## config.mk

```make
export PLATFORM = sky130hd
export DESIGN_NAME = periodic_task_release_scan
export DESIGN_NICKNAME = d
export VERILOG_FILES = /design/src/rtl/ptrs_pkg.sv /design/src/rtl/ptrs_rem.sv /design/src/rtl/ptrs_datapath.sv /design/src/rtl/ptrs_ctrl.sv /design/src/rtl/periodic_task_release_scan.sv
export SDC_FILE = /design/constraint.sdc
export NUM_CORES = 1
export LEC_CHECK = 0
export ABC_AREA = 1
export ABC_CLOCK_PERIOD_IN_PS = 4200
export BUFFER_PORTS_ARGS = -buffer_cell sky130_fd_sc_hd__clkbuf_2
export CORE_MARGIN = 8
export CORE_UTILIZATION = 45
export DETAILED_ROUTE_END_ITERATION = 8
export GPL_ROUTABILITY_DRIVEN = 0
export PLACE_DENSITY_LB_ADDON = 0.05
export SLEW_MARGIN = 25
export SYNTH_ARGS = -nofsm -noshare
export SYNTH_HDL_FRONTEND = slang
export SYNTH_HIERARCHICAL = 1
export SYNTH_SLANG_ARGS = --single-unit
```

## constraint.sdc

```tcl
create_clock -name clk_i -period 4.2 [get_ports clk_i]
set_clock_uncertainty 0.1 [all_clocks]
set_input_delay 0.63 -clock clk_i [delete_from_list [all_inputs] [get_ports clk_i]]
set_output_delay 0.63 -clock clk_i [all_outputs]
set_load 0.01 [all_outputs]
```

## src/rtl/ptrs_pkg.sv

```systemverilog
// shared types and constants for the periodic task release scanner
`timescale 1ns / 1ps

package ptrs_pkg;

  localparam int unsigned TICK_W  = 16;
  localparam int unsigned DEND_W  = TICK_W + 1;
  localparam int unsigned STEP_W  = $clog2(DEND_W);
  localparam int unsigned ID_W    = 3;
  localparam int unsigned SCAN_W  = ID_W + 1;
  localparam int unsigned CFG_W   = 16;
  localparam int unsigned CIDX_W  = 2;
  localparam int unsigned MOD_RST = 1000;

  localparam logic OP_TICK  = 1'b0;
  localparam logic OP_WRITE = 1'b1;

  localparam logic [CIDX_W-1:0] CFG_MODULUS = 2'd0;
  localparam logic [CIDX_W-1:0] CFG_FIRST   = 2'd1;
  localparam logic [CIDX_W-1:0] CFG_LAST    = 2'd2;

  typedef enum logic [1:0] {
    ST_IDLE,
    ST_COUNT,
    ST_CHECK,
    ST_WAIT
  } state_e;

  typedef struct packed {
    logic write_entry;
    logic start_tick;
    logic commit_tick;
    logic start_check;
    logic hit;
    logic advance;
    logic finish;
  } ctrl_cmd_t;

  typedef struct packed {
    logic div_done;
    logic rem_zero;
    logic entry_ok;
    logic scan_end;
  } dp_status_t;

endpackage

```

## src/rtl/ptrs_rem.sv

```systemverilog
// restoring remainder unit, one dividend bit per cycle
`timescale 1ns / 1ps

module ptrs_rem import ptrs_pkg::*; #(
  parameter int unsigned DIV_W = 17
) (
  input  logic              clk_i,
  input  logic              rst_ni,
  input  logic              start_i,
  input  logic [DEND_W-1:0] dividend_i,
  input  logic [DIV_W-1:0]  divisor_i,
  output logic              done_o,
  output logic [DIV_W-1:0]  rem_o
);

  logic              busy_q, busy_d;
  logic              done_q, done_d;
  logic [STEP_W-1:0] cnt_q, cnt_d;
  logic [DEND_W-1:0] num_q, num_d;
  logic [DIV_W-1:0]  div_q, div_d;
  logic [DIV_W-1:0]  rem_q, rem_d;
  logic [DIV_W:0]    trial;

  always_comb begin
    busy_d = busy_q;
    done_d = 1'b0;
    cnt_d  = cnt_q;
    num_d  = num_q;
    div_d  = div_q;
    rem_d  = rem_q;
    trial  = {rem_q, num_q[DEND_W-1]};
    if (start_i) begin
      busy_d = 1'b1;
      cnt_d  = STEP_W'(DEND_W - 1);
      num_d  = dividend_i;
      div_d  = divisor_i;
      rem_d  = '0;
    end else if (busy_q) begin
      // partial remainder stays below the divisor, so one subtract suffices
      if (trial >= {1'b0, div_q}) begin
        rem_d = DIV_W'(trial - {1'b0, div_q});
      end else begin
        rem_d = trial[DIV_W-1:0];
      end
      num_d = {num_q[DEND_W-2:0], 1'b0};
      cnt_d = cnt_q - STEP_W'(1);
      if (cnt_q == '0) begin
        busy_d = 1'b0;
        done_d = 1'b1;
      end
    end
  end

  always_ff @(posedge clk_i or negedge rst_ni) begin
    if (!rst_ni) begin
      busy_q <= 1'b0;
      done_q <= 1'b0;
      cnt_q  <= '0;
    end else begin
      busy_q <= busy_d;
      done_q <= done_d;
      cnt_q  <= cnt_d;
    end
  end

  always_ff @(posedge clk_i) begin
    num_q <= num_d;
    div_q <= div_d;
    rem_q <= rem_d;
  end

  assign done_o = done_q;
  assign rem_o  = rem_q;

endmodule

```

## src/rtl/ptrs_datapath.sv

```systemverilog
// config registers, thread table, tick counter, scan pointer and result registers
`timescale 1ns / 1ps

module ptrs_datapath import ptrs_pkg::*; #(
  parameter int unsigned THREAD_COUNT = 8,
  parameter int unsigned PERIOD_BITS  = 16
) (
  input  logic              clk_i,
  input  logic              rst_ni,
  input  logic              cfg_we_i,
  input  logic [CIDX_W-1:0] cfg_index_i,
  input  logic [CFG_W-1:0]  cfg_wdata_i,
  input  logic [ID_W-1:0]   entry_id_i,
  input  logic              entry_active_i,
  input  logic [TICK_W-1:0] entry_period_i,
  input  ctrl_cmd_t         cmd_i,
  output dp_status_t        status_o,
  output logic              strobe_o,
  output logic              due_o,
  output logic [ID_W-1:0]   due_thread_o,
  output logic [TICK_W-1:0] tick_value_o,
  output logic              last_o
);

  // ids at or above THREAD_COUNT never reach the table, which holds at most eight entries
  localparam int unsigned TblDepth = (THREAD_COUNT < 8) ? THREAD_COUNT : 8;
  localparam int unsigned TblIdxW  = (TblDepth > 1) ? $clog2(TblDepth) : 1;
  localparam int unsigned DivW     = (PERIOD_BITS > DEND_W) ? PERIOD_BITS : DEND_W;

  logic [TICK_W-1:0]      modulus_q;
  logic [ID_W-1:0]        first_q;
  logic [ID_W-1:0]        last_q;
  logic [TICK_W-1:0]      counter_q;
  logic [SCAN_W-1:0]      scan_q;
  logic                   pend_valid_q;
  logic [ID_W-1:0]        pend_id_q;
  logic                   active_q [TblDepth];
  logic [PERIOD_BITS-1:0] period_q [TblDepth];

  logic                   strobe_q, strobe_d;
  logic                   due_q, due_d;
  logic [ID_W-1:0]        thread_q, thread_d;
  logic                   beat_last_q, beat_last_d;

  logic [TblIdxW-1:0]     wr_idx;
  logic [TblIdxW-1:0]     rd_idx;
  logic                   sel_active;
  logic [PERIOD_BITS-1:0] sel_period;
  logic [DEND_W-1:0]      modulus_ext;
  logic [DEND_W-1:0]      div_dividend;
  logic [DivW-1:0]        div_divisor;
  logic                   div_done;
  logic [DivW-1:0]        div_rem;

  assign wr_idx     = entry_id_i[TblIdxW-1:0];
  assign rd_idx     = scan_q[TblIdxW-1:0];
  assign sel_active = active_q[rd_idx];
  assign sel_period = period_q[rd_idx];

  // a zero modulus lets the counter wrap freely in 16 bits
  assign modulus_ext = (modulus_q == '0) ? (DEND_W'(1) << TICK_W) : {1'b0, modulus_q};

  always_comb begin
    if (cmd_i.start_tick) begin
      div_dividend = {1'b0, counter_q} + DEND_W'(1);
      div_divisor  = DivW'(modulus_ext);
    end else begin
      div_dividend = {1'b0, counter_q};
      div_divisor  = DivW'(sel_period);
    end
  end

  ptrs_rem #(
    .DIV_W(DivW)
  ) u_rem (
    .clk_i     (clk_i),
    .rst_ni    (rst_ni),
    .start_i   (cmd_i.start_tick | cmd_i.start_check),
    .dividend_i(div_dividend),
    .divisor_i (div_divisor),
    .done_o    (div_done),
    .rem_o     (div_rem)
  );

  assign status_o.div_done = div_done;
  assign status_o.rem_zero = (div_rem == '0);
  assign status_o.entry_ok = (32'(scan_q) < THREAD_COUNT) && sel_active &&
                             (sel_period != '0);
  assign status_o.scan_end = (scan_q > {1'b0, last_q});

  always_ff @(posedge clk_i or negedge rst_ni) begin
    if (!rst_ni) begin
      modulus_q <= TICK_W'(MOD_RST);
      first_q   <= '0;
      last_q    <= '1;
    end else if (cfg_we_i) begin
      case (cfg_index_i)
        CFG_MODULUS: modulus_q <= cfg_wdata_i[TICK_W-1:0];
        CFG_FIRST:   first_q   <= cfg_wdata_i[ID_W-1:0];
        CFG_LAST:    last_q    <= cfg_wdata_i[ID_W-1:0];
        default: ;
      endcase
    end
  end

  always_ff @(posedge clk_i or negedge rst_ni) begin
    if (!rst_ni) begin
      for (int i = 0; i < TblDepth; i++) begin
        active_q[i] <= 1'b0;
        period_q[i] <= '0;
      end
    end else if (cmd_i.write_entry && (32'(entry_id_i) < THREAD_COUNT)) begin
      active_q[wr_idx] <= entry_active_i;
      period_q[wr_idx] <= PERIOD_BITS'(entry_period_i);
    end
  end

  always_ff @(posedge clk_i or negedge rst_ni) begin
    if (!rst_ni) begin
      counter_q    <= '0;
      scan_q       <= '0;
      pend_valid_q <= 1'b0;
      pend_id_q    <= '0;
    end else begin
      if (cmd_i.commit_tick) begin
        counter_q <= div_rem[TICK_W-1:0];
      end
      if (cmd_i.start_tick) begin
        scan_q       <= {1'b0, first_q};
        pend_valid_q <= 1'b0;
      end else if (cmd_i.advance) begin
        scan_q <= scan_q + SCAN_W'(1);
      end
      // a due thread is held back until we know whether it is the final beat
      if (cmd_i.hit) begin
        pend_valid_q <= 1'b1;
        pend_id_q    <= scan_q[ID_W-1:0];
      end
    end
  end

  always_comb begin
    strobe_d    = 1'b0;
    due_d       = due_q;
    thread_d    = thread_q;
    beat_last_d = beat_last_q;
    if (cmd_i.hit && pend_valid_q) begin
      strobe_d    = 1'b1;
      due_d       = 1'b1;
      thread_d    = pend_id_q;
      beat_last_d = 1'b0;
    end else if (cmd_i.finish) begin
      strobe_d    = 1'b1;
      due_d       = pend_valid_q;
      thread_d    = pend_valid_q ? pend_id_q : '0;
      beat_last_d = 1'b1;
    end
  end

  always_ff @(posedge clk_i or negedge rst_ni) begin
    if (!rst_ni) begin
      strobe_q <= 1'b0;
    end else begin
      strobe_q <= strobe_d;
    end
  end

  always_ff @(posedge clk_i) begin
    due_q       <= due_d;
    thread_q    <= thread_d;
    beat_last_q <= beat_last_d;
  end

  assign strobe_o     = strobe_q;
  assign due_o        = due_q;
  assign due_thread_o = thread_q;
  assign tick_value_o = counter_q;
  assign last_o       = beat_last_q;

endmodule

```

## src/rtl/ptrs_ctrl.sv

```systemverilog
// sequencing state machine for tick counting and the thread scan
`timescale 1ns / 1ps

module ptrs_ctrl import ptrs_pkg::*; (
  input  logic       clk_i,
  input  logic       rst_ni,
  input  logic       start_i,
  input  logic       op_i,
  input  dp_status_t status_i,
  output ctrl_cmd_t  cmd_o,
  output logic       busy_o
);

  state_e state_q, state_d;

  always_ff @(posedge clk_i or negedge rst_ni) begin
    if (!rst_ni) begin
      state_q <= ST_IDLE;
    end else begin
      state_q <= state_d;
    end
  end

  always_comb begin
    state_d = state_q;
    cmd_o   = '0;
    case (state_q)
      ST_IDLE: begin
        if (start_i) begin
          if (op_i == OP_WRITE) begin
            cmd_o.write_entry = 1'b1;
          end else begin
            cmd_o.start_tick = 1'b1;
            state_d          = ST_COUNT;
          end
        end
      end
      ST_COUNT: begin
        if (status_i.div_done) begin
          cmd_o.commit_tick = 1'b1;
          state_d           = ST_CHECK;
        end
      end
      ST_CHECK: begin
        if (status_i.scan_end) begin
          cmd_o.finish = 1'b1;
          state_d      = ST_IDLE;
        end else if (status_i.entry_ok) begin
          cmd_o.start_check = 1'b1;
          state_d           = ST_WAIT;
        end else begin
          // inactive, not periodic or outside the table
          cmd_o.advance = 1'b1;
        end
      end
      ST_WAIT: begin
        if (status_i.div_done) begin
          cmd_o.hit     = status_i.rem_zero;
          cmd_o.advance = 1'b1;
          state_d       = ST_CHECK;
        end
      end
      default: begin
        state_d = ST_IDLE;
      end
    endcase
  end

  assign busy_o = (state_q != ST_IDLE);

endmodule

```

## src/rtl/periodic_task_release_scan.sv

```systemverilog
// top level of the periodic task release scanner
// Usage:
//   An item is taken on a clock edge with start_i high and busy_o low.
//   op_i = 1 writes one thread table entry (entry_id_i, entry_active_i,
//   entry_period_i) in that same edge and gives no result; busy_o stays low.
//   op_i = 0 is a timer tick: the counter advances modulo counter_modulus,
//   then ids first_thread..last_thread are scanned in ascending order.
//   Each due thread gives one result beat with strobe_o high for one cycle;
//   a tick with no due thread gives one beat with due_o low. last_o marks
//   the final beat of a tick. The receiver cannot stall; beats are never held.
//   The counter update runs in the shared remainder unit (17 remainder
//   steps, one dividend bit each) and is then committed. Each scanned
//   thread that is active with a nonzero period takes one more pass
//   through the remainder unit, every other scanned id is skipped
//   without one, and a closing step ends the scan and gives the last beat.
//   One tick is worked on at a time; busy_o is low again in the cycle that
//   carries the last beat, so the next item can be taken at its end.
//   Config writes (cfg_we_i, cfg_index_i, cfg_wdata_i) take effect at once
//   and must be made while busy_o is low; the block does not enforce this.
//   Reset clears the counter and the table, loads modulus 1000, range 0..7.
`timescale 1ns / 1ps

module periodic_task_release_scan import ptrs_pkg::*; #(
  parameter int unsigned THREAD_COUNT = 8,
  parameter int unsigned PERIOD_BITS  = 16
) (
  input  logic              clk_i,
  input  logic              rst_ni,
  input  logic              start_i,
  output logic              busy_o,
  input  logic              op_i,
  input  logic [ID_W-1:0]   entry_id_i,
  input  logic              entry_active_i,
  input  logic [TICK_W-1:0] entry_period_i,
  input  logic              cfg_we_i,
  input  logic [CIDX_W-1:0] cfg_index_i,
  input  logic [CFG_W-1:0]  cfg_wdata_i,
  output logic              strobe_o,
  output logic              due_o,
  output logic [ID_W-1:0]   due_thread_o,
  output logic [TICK_W-1:0] tick_value_o,
  output logic              last_o
);

  ctrl_cmd_t  cmd;
  dp_status_t status;

  ptrs_ctrl u_ctrl (
    .clk_i   (clk_i),
    .rst_ni  (rst_ni),
    .start_i (start_i),
    .op_i    (op_i),
    .status_i(status),
    .cmd_o   (cmd),
    .busy_o  (busy_o)
  );

  ptrs_datapath #(
    .THREAD_COUNT(THREAD_COUNT),
    .PERIOD_BITS (PERIOD_BITS)
  ) u_datapath (
    .clk_i         (clk_i),
    .rst_ni        (rst_ni),
    .cfg_we_i      (cfg_we_i),
    .cfg_index_i   (cfg_index_i),
    .cfg_wdata_i   (cfg_wdata_i),
    .entry_id_i    (entry_id_i),
    .entry_active_i(entry_active_i),
    .entry_period_i(entry_period_i),
    .cmd_i         (cmd),
    .status_o      (status),
    .strobe_o      (strobe_o),
    .due_o         (due_o),
    .due_thread_o  (due_thread_o),
    .tick_value_o  (tick_value_o),
    .last_o        (last_o)
  );

  // a beat with no due thread always closes its tick
  a_nodue_is_last: assert property (@(posedge clk_i) disable iff (!rst_ni)
    strobe_o && !due_o |-> last_o)
    else $error("no-due beat without last mark");

  // the closing beat of a tick is never followed directly by another beat
  a_last_then_quiet: assert property (@(posedge clk_i) disable iff (!rst_ni)
    strobe_o && last_o |=> !strobe_o)
    else $error("beat right after the final beat of a tick");

  // an accepted tick keeps the block busy on the next cycle
  a_tick_busy: assert property (@(posedge clk_i) disable iff (!rst_ni)
    start_i && !busy_o && (op_i == OP_TICK) |=> busy_o)
    else $error("tick accepted but block not busy");

  // an idle cycle cannot produce a beat on the following cycle
  a_idle_no_beat: assert property (@(posedge clk_i) disable iff (!rst_ni)
    !busy_o |=> !strobe_o)
    else $error("beat emitted without a tick in progress");

endmodule

```

==> run metrics <==
NumNets Final 1790; Num CTS Buffers 28; ys async rst share 77.4%; Max-cap violations 0; fin. max-slew vios 0; ys flop type dfrtp_1; worst path required time 4380 ps; RSZ-0062 raised after global routing no; DRT antenna net count 0; CTS tree done; first-pass GRT wire length 57.1 mm; Setup Fix Bufs, Post-CTS 0; drt first pass iters 5; R2R Path Start u_datapath/scan_q[1]; die width 185 um; vias in the first global route 10667; final setup TNS 0 ps; Synth Area per Inst 7.72 um^2; Chip Height 185 um; Syn-to-layout area delta 12.1%; Worst-Skew Late Latency 540 ps; Initial Utilization 45.3%; largest net degree at the start of global routing 116; Reg clk slew, reported paths 60 ps; core footprint 0.0285 mm^2; EDFF count, synth 37; Clock Tree Buf Depth 3; Pleak 7.16 nW; grt ovf 0; Util after Layout 50.8%; die area 0.0343 mm^2; Cells after Synth 1671; Setup crit end kind register; post-DP HPWL 23.9 mm; drt drc 0; number of I/O pins 66; fmax 280 MHz; initial antenna violation count 0; fin crit period 3570 ps; fin cells 2128; critical-path maximum fanout 39; status finished, final reports clean; Synth Warn # 6; detailed router's first-iteration violation count 811; Post-Syn Nets 1739; Antenna Cells 0; Final Cycle Share 85.1%; WL per Instance 16.3 um; cell count after placement 2076; post-synthesis sequential area ratio 48.9%; post-synthesis cell type count 49; Critical Path AT 3760 ps; final setup violation count 0; CP Class reg -> reg; CTS sink cnt 248; Row Count 62; final count of hold timing violations 0; Reg2Reg Setup Slack 630 ps; Post-Route WL 34.8 mm; post-DR vias/cell 5.04; R2R depth 13; Mapped Area 0.0129 mm^2; worst flop-to-flop path endpoint u_datapath/u_rem/num_q[7]; H-tree levels 1; proportion of layout cells with a drive suffix above 1 10.9%; Worst VDD drop 313 uV; max_slew headroom 35.1%; Cell Pwr Density 683 mW/mm^2; Vias 10728; Root Buffer clkbuf_16; Hold Path Class in -> async; worst slew pin tran 974 ps; register bit total from synthesis 248; I/O Buffers 65; crit start category register; Hold Buf Count CTS 0; post-CTS sizing 0; overall routing resource usage 20.7%
## final cells by class
type                    instances  area [um^2]
multi-input cells            1131         5390
inverters                     225          845
flip-flops and latches        248         6310
fillers                      2874        14000
repair buffers                 88          520
clock buffers                  42          855
well taps                     384          480
clock inverters                10         51.3
## critical path: stages (launching register included)
cell	delay [ps]
dfrtp_1	370
buf_4	450
ha_1	340
inv_1	60
o21bai_1	60
a211oi_1	210
a41oi_1	120
inv_1	140
and3_2	170
or2_2	100
buf_4	360
clkinv_1	540
nand2_1	200
nand2_1	70
## synth_stat cells (7+ instances only)
cell type,n,area share (%)
edfxtp_1,37,8.6
buf_6,7,0.61
ha_1,24,2.3
nand2_1,587,17
nand3_1,115,4.5
dfstp_2,9,1.8
xor2_1,15,1.0
nor3_1,9,0.35
buf_4,10,0.58
nor2_1,81,2.4
xnor2_1,7,0.48
nand4_1,10,0.49
a21oi_1,14,0.54
clkbuf_1,40,1.2
o21ai_1,9,0.35
inv_1,217,6.3
o21ai_0,192,7.5
nor4_1,8,0.39
dfxtp_1,19,2.9
buf_2,9,0.35
mux2_2,15,1.3
dfrtp_1,183,36
## report_power, final
part	total (W)	internal [W]	switching, W
sequential	0.00359	0.00314	0.000456
clock	0.00238	0.00140	0.000986
combinational	0.00389	0.00133	0.00256
## state kept, by name (all words and copies together) (netlist names), 4 cells and up
signal,count
u_datapath/active_q,8
u_datapath/modulus_q,16
u_datapath/period_q,128
u_datapath/scan_q,4
u_datapath/tick_value_o,16
u_datapath/u_rem/cnt_q,5
u_datapath/u_rem/div_q,17
u_datapath/u_rem/num_q,17
u_datapath/u_rem/rem_o,17
## worst max path at each step
stage / from / to / slack (ps) / depth (start not counted)
6_report: u_datapath/scan_q[1] / u_datapath/u_rem/num_q[7] / 630 / 13
5_1_grt: u_datapath/scan_q[0] / u_datapath/u_rem/busy_q / 180 / 18
4_1_cts: u_datapath/scan_q[1] / u_datapath/u_rem/num_q[7] / 580 / 13
3_5_place_dp: u_datapath/scan_q[0] / u_datapath/u_rem/num_q[7] / 610 / 18
3_3_place_gp: u_datapath/scan_q[0] / u_datapath/u_rem/busy_q / 680 / 18
2_1_floorplan: u_datapath/scan_q[0] / u_datapath/u_rem/num_q[0] / 960 / 13
## layout by cell type (no fill, tap or decap), types with 4 or more instances in the layout
master,netlist,routed
o21ai_1,9,9
nand3_1,115,115
clkinv_1,3,4
nor4_1,8,8
clkbuf_8,0,8
nor2_1,81,81
nor2_2,4,4
nand2_1,587,587
clkbuf_2,0,64
clkbuf_16,0,29
buf_4,10,22
dfxtp_1,19,19
dfrtp_1,183,182
mux2_2,15,15
clkbuf_1,40,5
xnor2_1,7,7
nand3_2,5,5
nand2_2,6,6
a21oi_1,14,14
nor3_1,9,8
xor2_1,15,15
inv_1,217,217
edfxtp_1,37,37
dfstp_2,9,9
inv_2,5,5
nand4_1,10,10
ha_1,24,24
nand3b_1,5,5
o21ai_0,192,192
clkinv_2,0,8
## per-stage QoR
step | total power, W | hold WS, ps | setup WS, ps | instance area [um^2]
2_1_floorplan | 0.00640 | 234 | 960 | 12900
3_3_place_gp | 0.00747 | 360 | 679 | 13500
3_5_place_dp | 0.00752 | 367 | 606 | 13500
4_1_cts | 0.00996 | 179 | 578 | 14400
5_1_grt | 0.0107 | 127 | 177 | 14400
6_report | 0.00987 | 28.9 | 626 | 14400
## per-layer routing
layer | GRT usage, % | up-vias | routed length (um)
li1 | - | 5373 | -
met1 | 26.6 | 5099 | 15600
met2 | 36.0 | 194 | 16900
met3 | 2.61 | 62 | 1360
met4 | 6.34 | 0 | 892
met5 | 0 | - | 0
## kinds of logic (layout without fill, tap and decap cells)
logic type / Yosys count / in the layout / share of synthesized area, %
buffers and inverters: 292 / 365 / 9.37
AOI/OAI and AO/OA: 227 / 227 / 9.05
DFF: 248 / 248 / 48.9
xor gates and xnor gates: 22 / 22 / 1.49
and+or+nand+nor: 842 / 842 / 27.4
adders and majority gates: 25 / 25 / 2.48
muxes: 15 / 15 / 1.31
Note: power is estimated with default switching activity, not from simulation.
